<file path="src/hw/rtl/ita_pkg.sv">
// Shared constants, codes and controller/datapath handshake types
// for the integer to ASCII formatter. No dependencies.
package ita_pkg;

    localparam int VALUE_BITS = 32;
    localparam int MAX_WIDTH  = 63;

    // field widths of width/room
    localparam int FLD_W = 6;

    // decimal digits needed for VALUE_BITS (floor(log10(2^n)) + 1)
    localparam int NUM_DIGITS = (VALUE_BITS * 1233) / 4096 + 1;
    localparam int DIG_BITS   = 4 * NUM_DIGITS;
    localparam int DIG_IW     = $clog2(NUM_DIGITS);

    // binary to BCD, two bits per cycle
    localparam int DD_STEPS = (VALUE_BITS + 1) / 2;
    localparam int DD_BITS  = 2 * DD_STEPS;
    localparam int STEP_W   = $clog2(DD_STEPS);

    localparam logic [7:0] CH_ZERO  = 8'h30;
    localparam logic [7:0] CH_A     = 8'h61;
    localparam logic [7:0] CH_SPACE = 8'h20;
    localparam logic [7:0] CH_MINUS = 8'h2d;
    localparam logic [7:0] CH_NUL   = 8'h00;

    typedef struct packed {
        logic load;
        logic conv;
        logic size;
        logic emit;
    } ita_cmd_t;

    typedef struct packed {
        logic out_free;
        logic emit_last;
    } ita_sts_t;

endpackage

</file>
<file path="src/hw/rtl/ita_ctrl.sv">
// Sequencing state machine for the formatter: load, convert, size, emit.
// Depends on ita_pkg.
module ita_ctrl
    import ita_pkg::*;
(
    input  logic     aclk,
    input  logic     aresetn,
    input  logic     s_tvalid,
    output logic     s_tready,
    output ita_cmd_t cmd,
    input  ita_sts_t sts
);

    localparam logic [1:0] ST_IDLE = 2'd0;
    localparam logic [1:0] ST_CONV = 2'd1;
    localparam logic [1:0] ST_SIZE = 2'd2;
    localparam logic [1:0] ST_EMIT = 2'd3;

    logic [1:0]        state_reg, state_next;
    logic [STEP_W-1:0] step_reg, step_next;

    always_comb begin
        state_next = state_reg;
        step_next  = step_reg;
        cmd        = '0;
        s_tready   = 1'b0;
        case (state_reg)
            ST_IDLE: begin
                s_tready = 1'b1;
                if (s_tvalid) begin
                    cmd.load   = 1'b1;
                    step_next  = '0;
                    state_next = ST_CONV;
                end
            end
            ST_CONV: begin
                cmd.conv  = 1'b1;
                step_next = step_reg + 1'b1;
                if (step_reg == STEP_W'(DD_STEPS - 1)) begin
                    state_next = ST_SIZE;
                end
            end
            ST_SIZE: begin
                cmd.size   = 1'b1;
                state_next = ST_EMIT;
            end
            ST_EMIT: begin
                cmd.emit = 1'b1;
                if (sts.out_free && sts.emit_last) begin
                    state_next = ST_IDLE;
                end
            end
            default: begin
                state_next = ST_IDLE;
            end
        endcase
    end

    always_ff @(posedge aclk) begin
        if (!aresetn) begin
            state_reg <= ST_IDLE;
            step_reg  <= '0;
        end else begin
            state_reg <= state_next;
            step_reg  <= step_next;
        end
    end

endmodule

</file>
<file path="src/hw/rtl/ita_datapath.sv">
// Formatter datapath: operand registers, binary to BCD converter, field
// sizing, character selection and the output word register. Uses ita_pkg.
module ita_datapath
    import ita_pkg::*;
(
    input  logic        aclk,
    input  logic        aresetn,
    input  ita_cmd_t    cmd,
    output ita_sts_t    sts,
    input  logic [31:0] value,
    input  logic        signed_mode,
    input  logic        hex_mode,
    input  logic [5:0]  width,
    input  logic        zero_pad,
    input  logic [5:0]  room,
    output logic        m_tvalid,
    input  logic        m_tready,
    output logic [7:0]  char_out,
    output logic        empty_res,
    output logic        last
);

    typedef logic [NUM_DIGITS-1:0][3:0] digits_t;

    function automatic digits_t dd_step(input digits_t d, input logic b);
        digits_t a;
        for (int i = 0; i < NUM_DIGITS; i++) begin
            a[i] = (d[i] >= 4'd5) ? d[i] + 4'd3 : d[i];
        end
        return digits_t'({a, b});
    endfunction

    logic [DD_BITS-1:0] mag_reg;
    digits_t            bcd_reg;
    logic               neg_reg, hex_reg, zp_reg;
    logic [FLD_W-1:0]   w_reg, room_reg;
    logic [FLD_W-1:0]   len_reg, cnt_reg, pad_reg, dstart_reg, k_reg;
    logic               out_valid_reg, out_empty_reg, out_last_reg;
    logic [7:0]         out_char_reg;

    logic [VALUE_BITS-1:0] v;
    logic                  neg_in;
    logic [VALUE_BITS-1:0] mag_in;
    logic [FLD_W-1:0]      w_sat;
    digits_t               bcd_one, bcd_two;
    logic [FLD_W-1:0]      nd, total, len_c, cnt_c;
    logic [FLD_W-1:0]      dig_pos;
    logic [3:0]            dig;
    logic [7:0]            dig_ch, ch;
    logic                  load_out;

    assign v      = value[VALUE_BITS-1:0];
    assign neg_in = signed_mode && !hex_mode && v[VALUE_BITS-1];
    assign mag_in = neg_in ? (~v + 1'b1) : v;
    assign w_sat  = (width > FLD_W'(MAX_WIDTH)) ? FLD_W'(MAX_WIDTH) : width;

    assign bcd_one = dd_step(bcd_reg, mag_reg[DD_BITS-1]);
    assign bcd_two = dd_step(bcd_one, mag_reg[DD_BITS-2]);

    always_comb begin
        nd = FLD_W'(1);
        for (int i = 1; i < NUM_DIGITS; i++) begin
            if (bcd_reg[i] != 4'd0) begin
                nd = FLD_W'(i + 1);
            end
        end
    end

    assign total = nd + FLD_W'(neg_reg);
    assign len_c = (w_reg > total) ? w_reg : total;
    assign cnt_c = (room_reg == '0) ? FLD_W'(1) :
                   (len_c > room_reg) ? room_reg : len_c;

    assign dig_pos = len_reg - k_reg - FLD_W'(1);
    assign dig     = (dig_pos < FLD_W'(NUM_DIGITS)) ? bcd_reg[dig_pos[DIG_IW-1:0]] : 4'd0;
    assign dig_ch  = (dig < 4'd10) ? CH_ZERO + {4'd0, dig} : CH_A - 8'd10 + {4'd0, dig};

    always_comb begin
        ch = dig_ch;
        if (room_reg == '0) begin
            ch = CH_NUL;
        end else if (!zp_reg) begin
            if (k_reg < pad_reg) begin
                ch = CH_SPACE;
            end else if (neg_reg && k_reg == pad_reg) begin
                ch = CH_MINUS;
            end
        end else begin
            if (neg_reg && k_reg == '0) begin
                ch = CH_MINUS;
            end else if (k_reg < dstart_reg) begin
                ch = CH_ZERO;
            end
        end
    end

    assign sts.out_free  = !out_valid_reg || m_tready;
    assign sts.emit_last = (k_reg == cnt_reg - FLD_W'(1));
    assign load_out      = cmd.emit && sts.out_free;

    always_ff @(posedge aclk) begin
        if (cmd.load) begin
            mag_reg  <= DD_BITS'(mag_in);
            bcd_reg  <= hex_mode ? digits_t'(v) : '0;
            neg_reg  <= neg_in;
            hex_reg  <= hex_mode;
            zp_reg   <= zero_pad;
            w_reg    <= w_sat;
            room_reg <= room;
        end else if (cmd.conv && !hex_reg) begin
            mag_reg <= mag_reg << 2;
            bcd_reg <= bcd_two;
        end
        if (cmd.size) begin
            len_reg    <= len_c;
            cnt_reg    <= cnt_c;
            pad_reg    <= len_c - total;
            dstart_reg <= len_c - nd;
            k_reg      <= '0;
        end else if (load_out) begin
            k_reg <= k_reg + FLD_W'(1);
        end
        if (load_out) begin
            out_char_reg  <= ch;
            out_empty_reg <= (room_reg == '0);
            out_last_reg  <= sts.emit_last;
        end
    end

    always_ff @(posedge aclk) begin
        if (!aresetn) begin
            out_valid_reg <= 1'b0;
        end else if (load_out) begin
            out_valid_reg <= 1'b1;
        end else if (m_tready) begin
            out_valid_reg <= 1'b0;
        end
    end

    assign m_tvalid  = out_valid_reg;
    assign char_out  = out_char_reg;
    assign empty_res = out_empty_reg;
    assign last      = out_last_reg;

endmodule

</file>
<file path="src/hw/rtl/integer_to_ascii_formatter.sv">
// Integer to ASCII formatter, top level: stream ports, controller and
// datapath. Depends on ita_pkg, ita_ctrl and ita_datapath.
//
// Usage: each input word carries a 32-bit operand, its signed/hex flags,
// a minimum field width, a zero-pad flag and a character budget. The block
// returns the formatted text one character per output word, most
// significant first, with m_tlast on the final character. A budget of zero
// gives one word with m_tuser set and a NUL character.
// Timing: the operand is loaded at acceptance, then converted from binary to
// BCD two bits per cycle (hex items also pass through these conversion steps),
// then the field is sized, then one character per cycle unless m_tready stalls.
// A new item is taken once the last character sits in the output register.
// Reset (aresetn low, synchronous) returns to idle and drops m_tvalid.
// A stall on m_tready holds the output word and pauses the character stream.
module integer_to_ascii_formatter
    import ita_pkg::*;
(
    input  logic        aclk,
    input  logic        aresetn,
    input  logic        s_tvalid,
    output logic        s_tready,
    input  logic [47:0] s_tdata,   // value[31:0], width[37:32], zero_pad[38], room[44:39]
    input  logic [1:0]  s_tuser,   // signed_mode[0], hex_mode[1]
    output logic        m_tvalid,
    input  logic        m_tready,
    output logic [7:0]  m_tdata,   // char_out[7:0]
    output logic        m_tuser,   // empty_res
    output logic        m_tlast
);

    ita_cmd_t cmd;
    ita_sts_t sts;

    ita_ctrl u_ctrl (
        .aclk     (aclk),
        .aresetn  (aresetn),
        .s_tvalid (s_tvalid),
        .s_tready (s_tready),
        .cmd      (cmd),
        .sts      (sts)
    );

    ita_datapath u_dp (
        .aclk        (aclk),
        .aresetn     (aresetn),
        .cmd         (cmd),
        .sts         (sts),
        .value       (s_tdata[31:0]),
        .signed_mode (s_tuser[0]),
        .hex_mode    (s_tuser[1]),
        .width       (s_tdata[37:32]),
        .zero_pad    (s_tdata[38]),
        .room        (s_tdata[44:39]),
        .m_tvalid    (m_tvalid),
        .m_tready    (m_tready),
        .char_out    (m_tdata),
        .empty_res   (m_tuser),
        .last        (m_tlast)
    );

endmodule

</file>
<file path="config.mk">
export PLATFORM = sky130hd
export DESIGN_NAME = integer_to_ascii_formatter
export DESIGN_NICKNAME = d
export VERILOG_FILES = /design/src/hw/rtl/ita_pkg.sv /design/src/hw/rtl/ita_ctrl.sv /design/src/hw/rtl/ita_datapath.sv /design/src/hw/rtl/integer_to_ascii_formatter.sv
export SDC_FILE = /design/constraint.sdc
export NUM_CORES = 1
export LEC_CHECK = 0
export BUFFER_PORTS_ARGS = -buffer_cell sky130_fd_sc_hd__buf_2
export CAP_MARGIN = 20
export CORE_MARGIN = 10
export CORE_UTILIZATION = 45
export CTS_CLUSTER_SIZE = 14
export DETAILED_ROUTE_END_ITERATION = 8
export PLACE_DENSITY_LB_ADDON = 0.25
export REMOVE_ABC_BUFFERS = 1
export SETUP_SLACK_MARGIN = 0.05
export SLEW_MARGIN = 20
export SYNTH_ARGS = -nofsm -noshare
export SYNTH_HDL_FRONTEND = slang
export SYNTH_SLANG_ARGS = --single-unit
</file>
<file path="constraint.sdc">
create_clock -name aclk -period 8.2 [get_ports aclk]
set_clock_uncertainty 0.15 [all_clocks]
set_input_delay 0.41 -clock aclk [delete_from_list [all_inputs] [get_ports aclk]]
set_output_delay 0.41 -clock aclk [all_outputs]
set_load 0.005 [all_outputs]
</file>
==> impl_results.md <==
- Register area: 3860 um2
- CTS tree: yes
- Slew margin rel.: 34.0%
- Cell Rows: 54
- Met2 usage: 26.0%
- Final-report setup violation count: 0
- Met3 Track Usage GR: 2.83%
- I/O pins: 66
- CTS-repair resized insts: 0
- Slew of the pin with the lowest slew margin: 991 ps
- Clock slew at reported path FFs: 60 ps
- Post-synth EDFFs: 120
- Placer Congestion: 0.837
- Tightest Hold Check Type: input pin to flop
- Switching share of power: 41.4%
- Status: completed
- Clock network fraction of total power: 15.5%
- Total gr overflow: 0
- Filler cells: 2032
- Worst IR Drop VDD: 0.208 mV
- CTS Buffer Depth: 2
- Post-synth top area cell: edfxtp_1
- Final TNS setup: 0 ps
- Mapped Cells: 1043
- Initial Util: 45.8%
- Final Hold Fails: 0
- CP max FO: 12
- Unrepaired setup endpoints after global routing: false
- Final WL: 21800 um
- Fmax: 153 MHz
- CTS Sinks: 133
- Worst skew pair latency: 430 ps
- Max Cap Viol: 0
- Avg Synthesized Cell Area: 9.57 um2
- Met1 Usage GRT: 19.4%
- Synthesized area: 9980 um2
- CTS H-tree lvls: 4
- CP Launch Type: flop
- Setup Buffers After CTS: 0
- Synth unique cells: 70
- Power Density: 466 nW/um2
- Reg2Reg Depth: 28
- Comb pwr share: 56.3%
- Final HPWL DP: 16300 um
- Slowest cell delay on critical path: 460 ps
- Setup CP Type: flop to flop
- Final period utilization: 79.8%
- Final Non-Filler Cells: 1391
- Post-route ant nets: 0
- Yosys warning count: 0
- Sequential area share after synthesis: 38.7%
- Fin nets: 1239
- Via count normalized by instance count: 5.42
- Die X: 169 um
- Drt drc: 0
- R2r setup slk: 1660 ps
- Pin count of the biggest net entering global routing: 73
- Yosys reg bits: 133
- Antenna violations before repair: 0
- Sw Pwr: 2170 uW
- CP required: 8210 ps
- Worst EP arrival: 6560 ps
- Vias: 7543
- Layout area overhead: 12.3%
- WL/cell: 15.7 um
- Vias in the first global route: 7398
- Cells after DPL: 1353
- First-pass iteration count of the detailed router: 5
- Int Pwr: 3060 uW
- Die Height: 169 um
- Diodes inserted: 0
- Worst Setup SP: u_dp.bcd_reg[4]
- Drt initial violations: 429
- Largest cells by area after synthesis: edfxtp_1 36%, ha_1 11%, xnor2_1 4.6%
- Final design utilization: 51.4%
- Multi-input gate area: 5600 um2
- Core Area: 21800 um2
- LEAKAGE: 0.00458 uW
- Max reg flops: 40
- Worst R2R End: u_dp.cnt_reg[2]
- Reg power frac: 28.2%
- Die Footprint: 28500 um2
- Final Slew Violations: 0
- Crit. End Element: flop
- Share of layout cells above drive strength 1: 13.1%
- Root buf cell: clkbuf_16
- GRT Total Usage: 15.5%
- Port bufs: 61
- Post-synth ARST share: 0%
- Crit path to: u_dp.cnt_reg[2]
- Fin crit period: 6540 ps
- Slowest CP cell: edfxtp_1
- First-pass GRT wire length: 36300 um
- Synth Flop Type: edfxtp_1
- CTS buffer count: 17
- Tightest hold margin: 14.4 ps
- Area share of the largest cell type after synthesis: 36.1%
- Worst R2R Start: u_dp.bcd_reg[4]
- Gr busiest metal: met2
[layer usage]
metal / routed length (um) / part of all wire, %
met5: 0 / 0
met1: 10000 / 46
met4: 381 / 1.7
met2: 10500 / 48
met3: 842 / 3.9
[worst min-delay path by stage]
stage	cells after the start	start	endpoint	slack, ps
finish	1	s_tdata[44]	u_dp.room_reg[5]	10
global route	1	s_tdata[44]	u_dp.room_reg[5]	7
CTS	1	s_tdata[43]	u_dp.room_reg[4]	0.6
detailed placement	2	u_dp.mag_reg[1]	u_dp.mag_reg[3]	370
global placement	2	u_dp.mag_reg[0]	u_dp.mag_reg[2]	350
floorplan	2	u_dp.mag_reg[30]	u_dp.bcd_reg[0]	330
[cell usage in the layout (no fill, tap or decap), types with 5 or more instances in the layout]
cell type      netlist  routed
inv_1               98      97
nor3_1              19      19
and2_1              12      12
o41ai_1             11      11
edfxtp_1           120     120
nand2b_1            18      18
or2_2                6       6
xor2_1              22      22
buf_4                3       6
xnor2_1             52      52
buf_2                2      61
dlygate4sd3_1        0       6
a21oi_1             60      60
nor4_1               7       7
nor3b_1             19      19
nor3b_2              5       5
dfxtp_1             13      13
nand3_1             40      40
a31oi_1              7       7
clkbuf_16            0      17
o21a_1              13      13
nand4_1              8       8
nor2_1              72      72
ha_1                84      84
nor2b_1             30      30
mux2i_1             34      34
nand2_1             64      63
mux4_2               8       8
o21ai_0             87      85
mux2_2              15      15
a21o_1              17      17
[critical path: cells and delay by family, from the launching register on]
family                   cells  cell delay [ps]
AO/OA/AOI/OAI               11             1970
XOR/XNOR                     1              330
adder cells (fa/ha/maj)      4             1110
buffers and inverters        4              540
flip-flops                   1              460
multiplexers                 2              630
AND/OR/NAND/NOR              6             1060
[logic make-up after synthesis]
logic type | count (synthesis) | share of synthesized area (%)
adder cells (fa/ha/maj) | 87 | 11.1
AND/OR/NAND/NOR | 324 | 17.1
flip-flops | 133 | 38.7
multiplexers | 58 | 7.06
XOR/XNOR | 75 | 6.65
AO/OA/AOI/OAI | 227 | 14.0
buffers and inverters | 137 | 5.36
other | 2 | 0.0752
[area by class of cell]
class / instances / area share, %
multi-input cells: 774 / 50.0
flip-flops and latches: 133 / 34.5
clock buffers: 18 / 3.83
repair buffers: 73 / 3.66
well taps: 280 / 3.12
inverters: 99 / 3.31
clock inverters: 14 / 1.65
[timing repair]
item / 4_1_cts / 5_1_grt
hold buffers: 6 / 0
hold endpoints to repair: 6 / 0
endpoints found under the setup margin: 0 / 0
[metrics by stage]
step / area, um2 / power (uW) / setup WS [ps]
final: 11200 / 5220 / 1660
after global routing: 11200 / 5730 / 1040
after CTS: 11200 / 5270 / 1460
after detailed placement: 10500 / 4440 / 1490
after global placement: 10500 / 4350 / 1670
after floorplan: 9820 / 3790 / 1710
[power by group through the flow]
stage	Clock (uW)	Sequential [uW]	Combinational, uW
after floorplan	0	1430	2350
after global placement	0	1480	2870
after detailed placement	0	1490	2950
after CTS	827	1480	2970
after global routing	850	1520	3360
final	809	1470	2940
[synthesized netlist by cell type, types with 8 or more instances]
cell type,instances
mux4_2,8
a21o_1,17
mux2i_1,34
nor3_1,19
dfxtp_1,13
ha_1,84
o21ai_0,87
nand4_1,8
edfxtp_1,120
xnor2_1,52
nor3b_1,19
inv_1,98
mux2_2,15
and2_1,12
a21oi_1,60
xor2_1,22
nor2_1,72
nor2b_1,30
nand2_1,64
nand2b_1,18
nand3_1,40
o21a_1,13
o41ai_1,11
clkbuf_1,32
No activity file was read; power rests on OpenSTA's default activity.
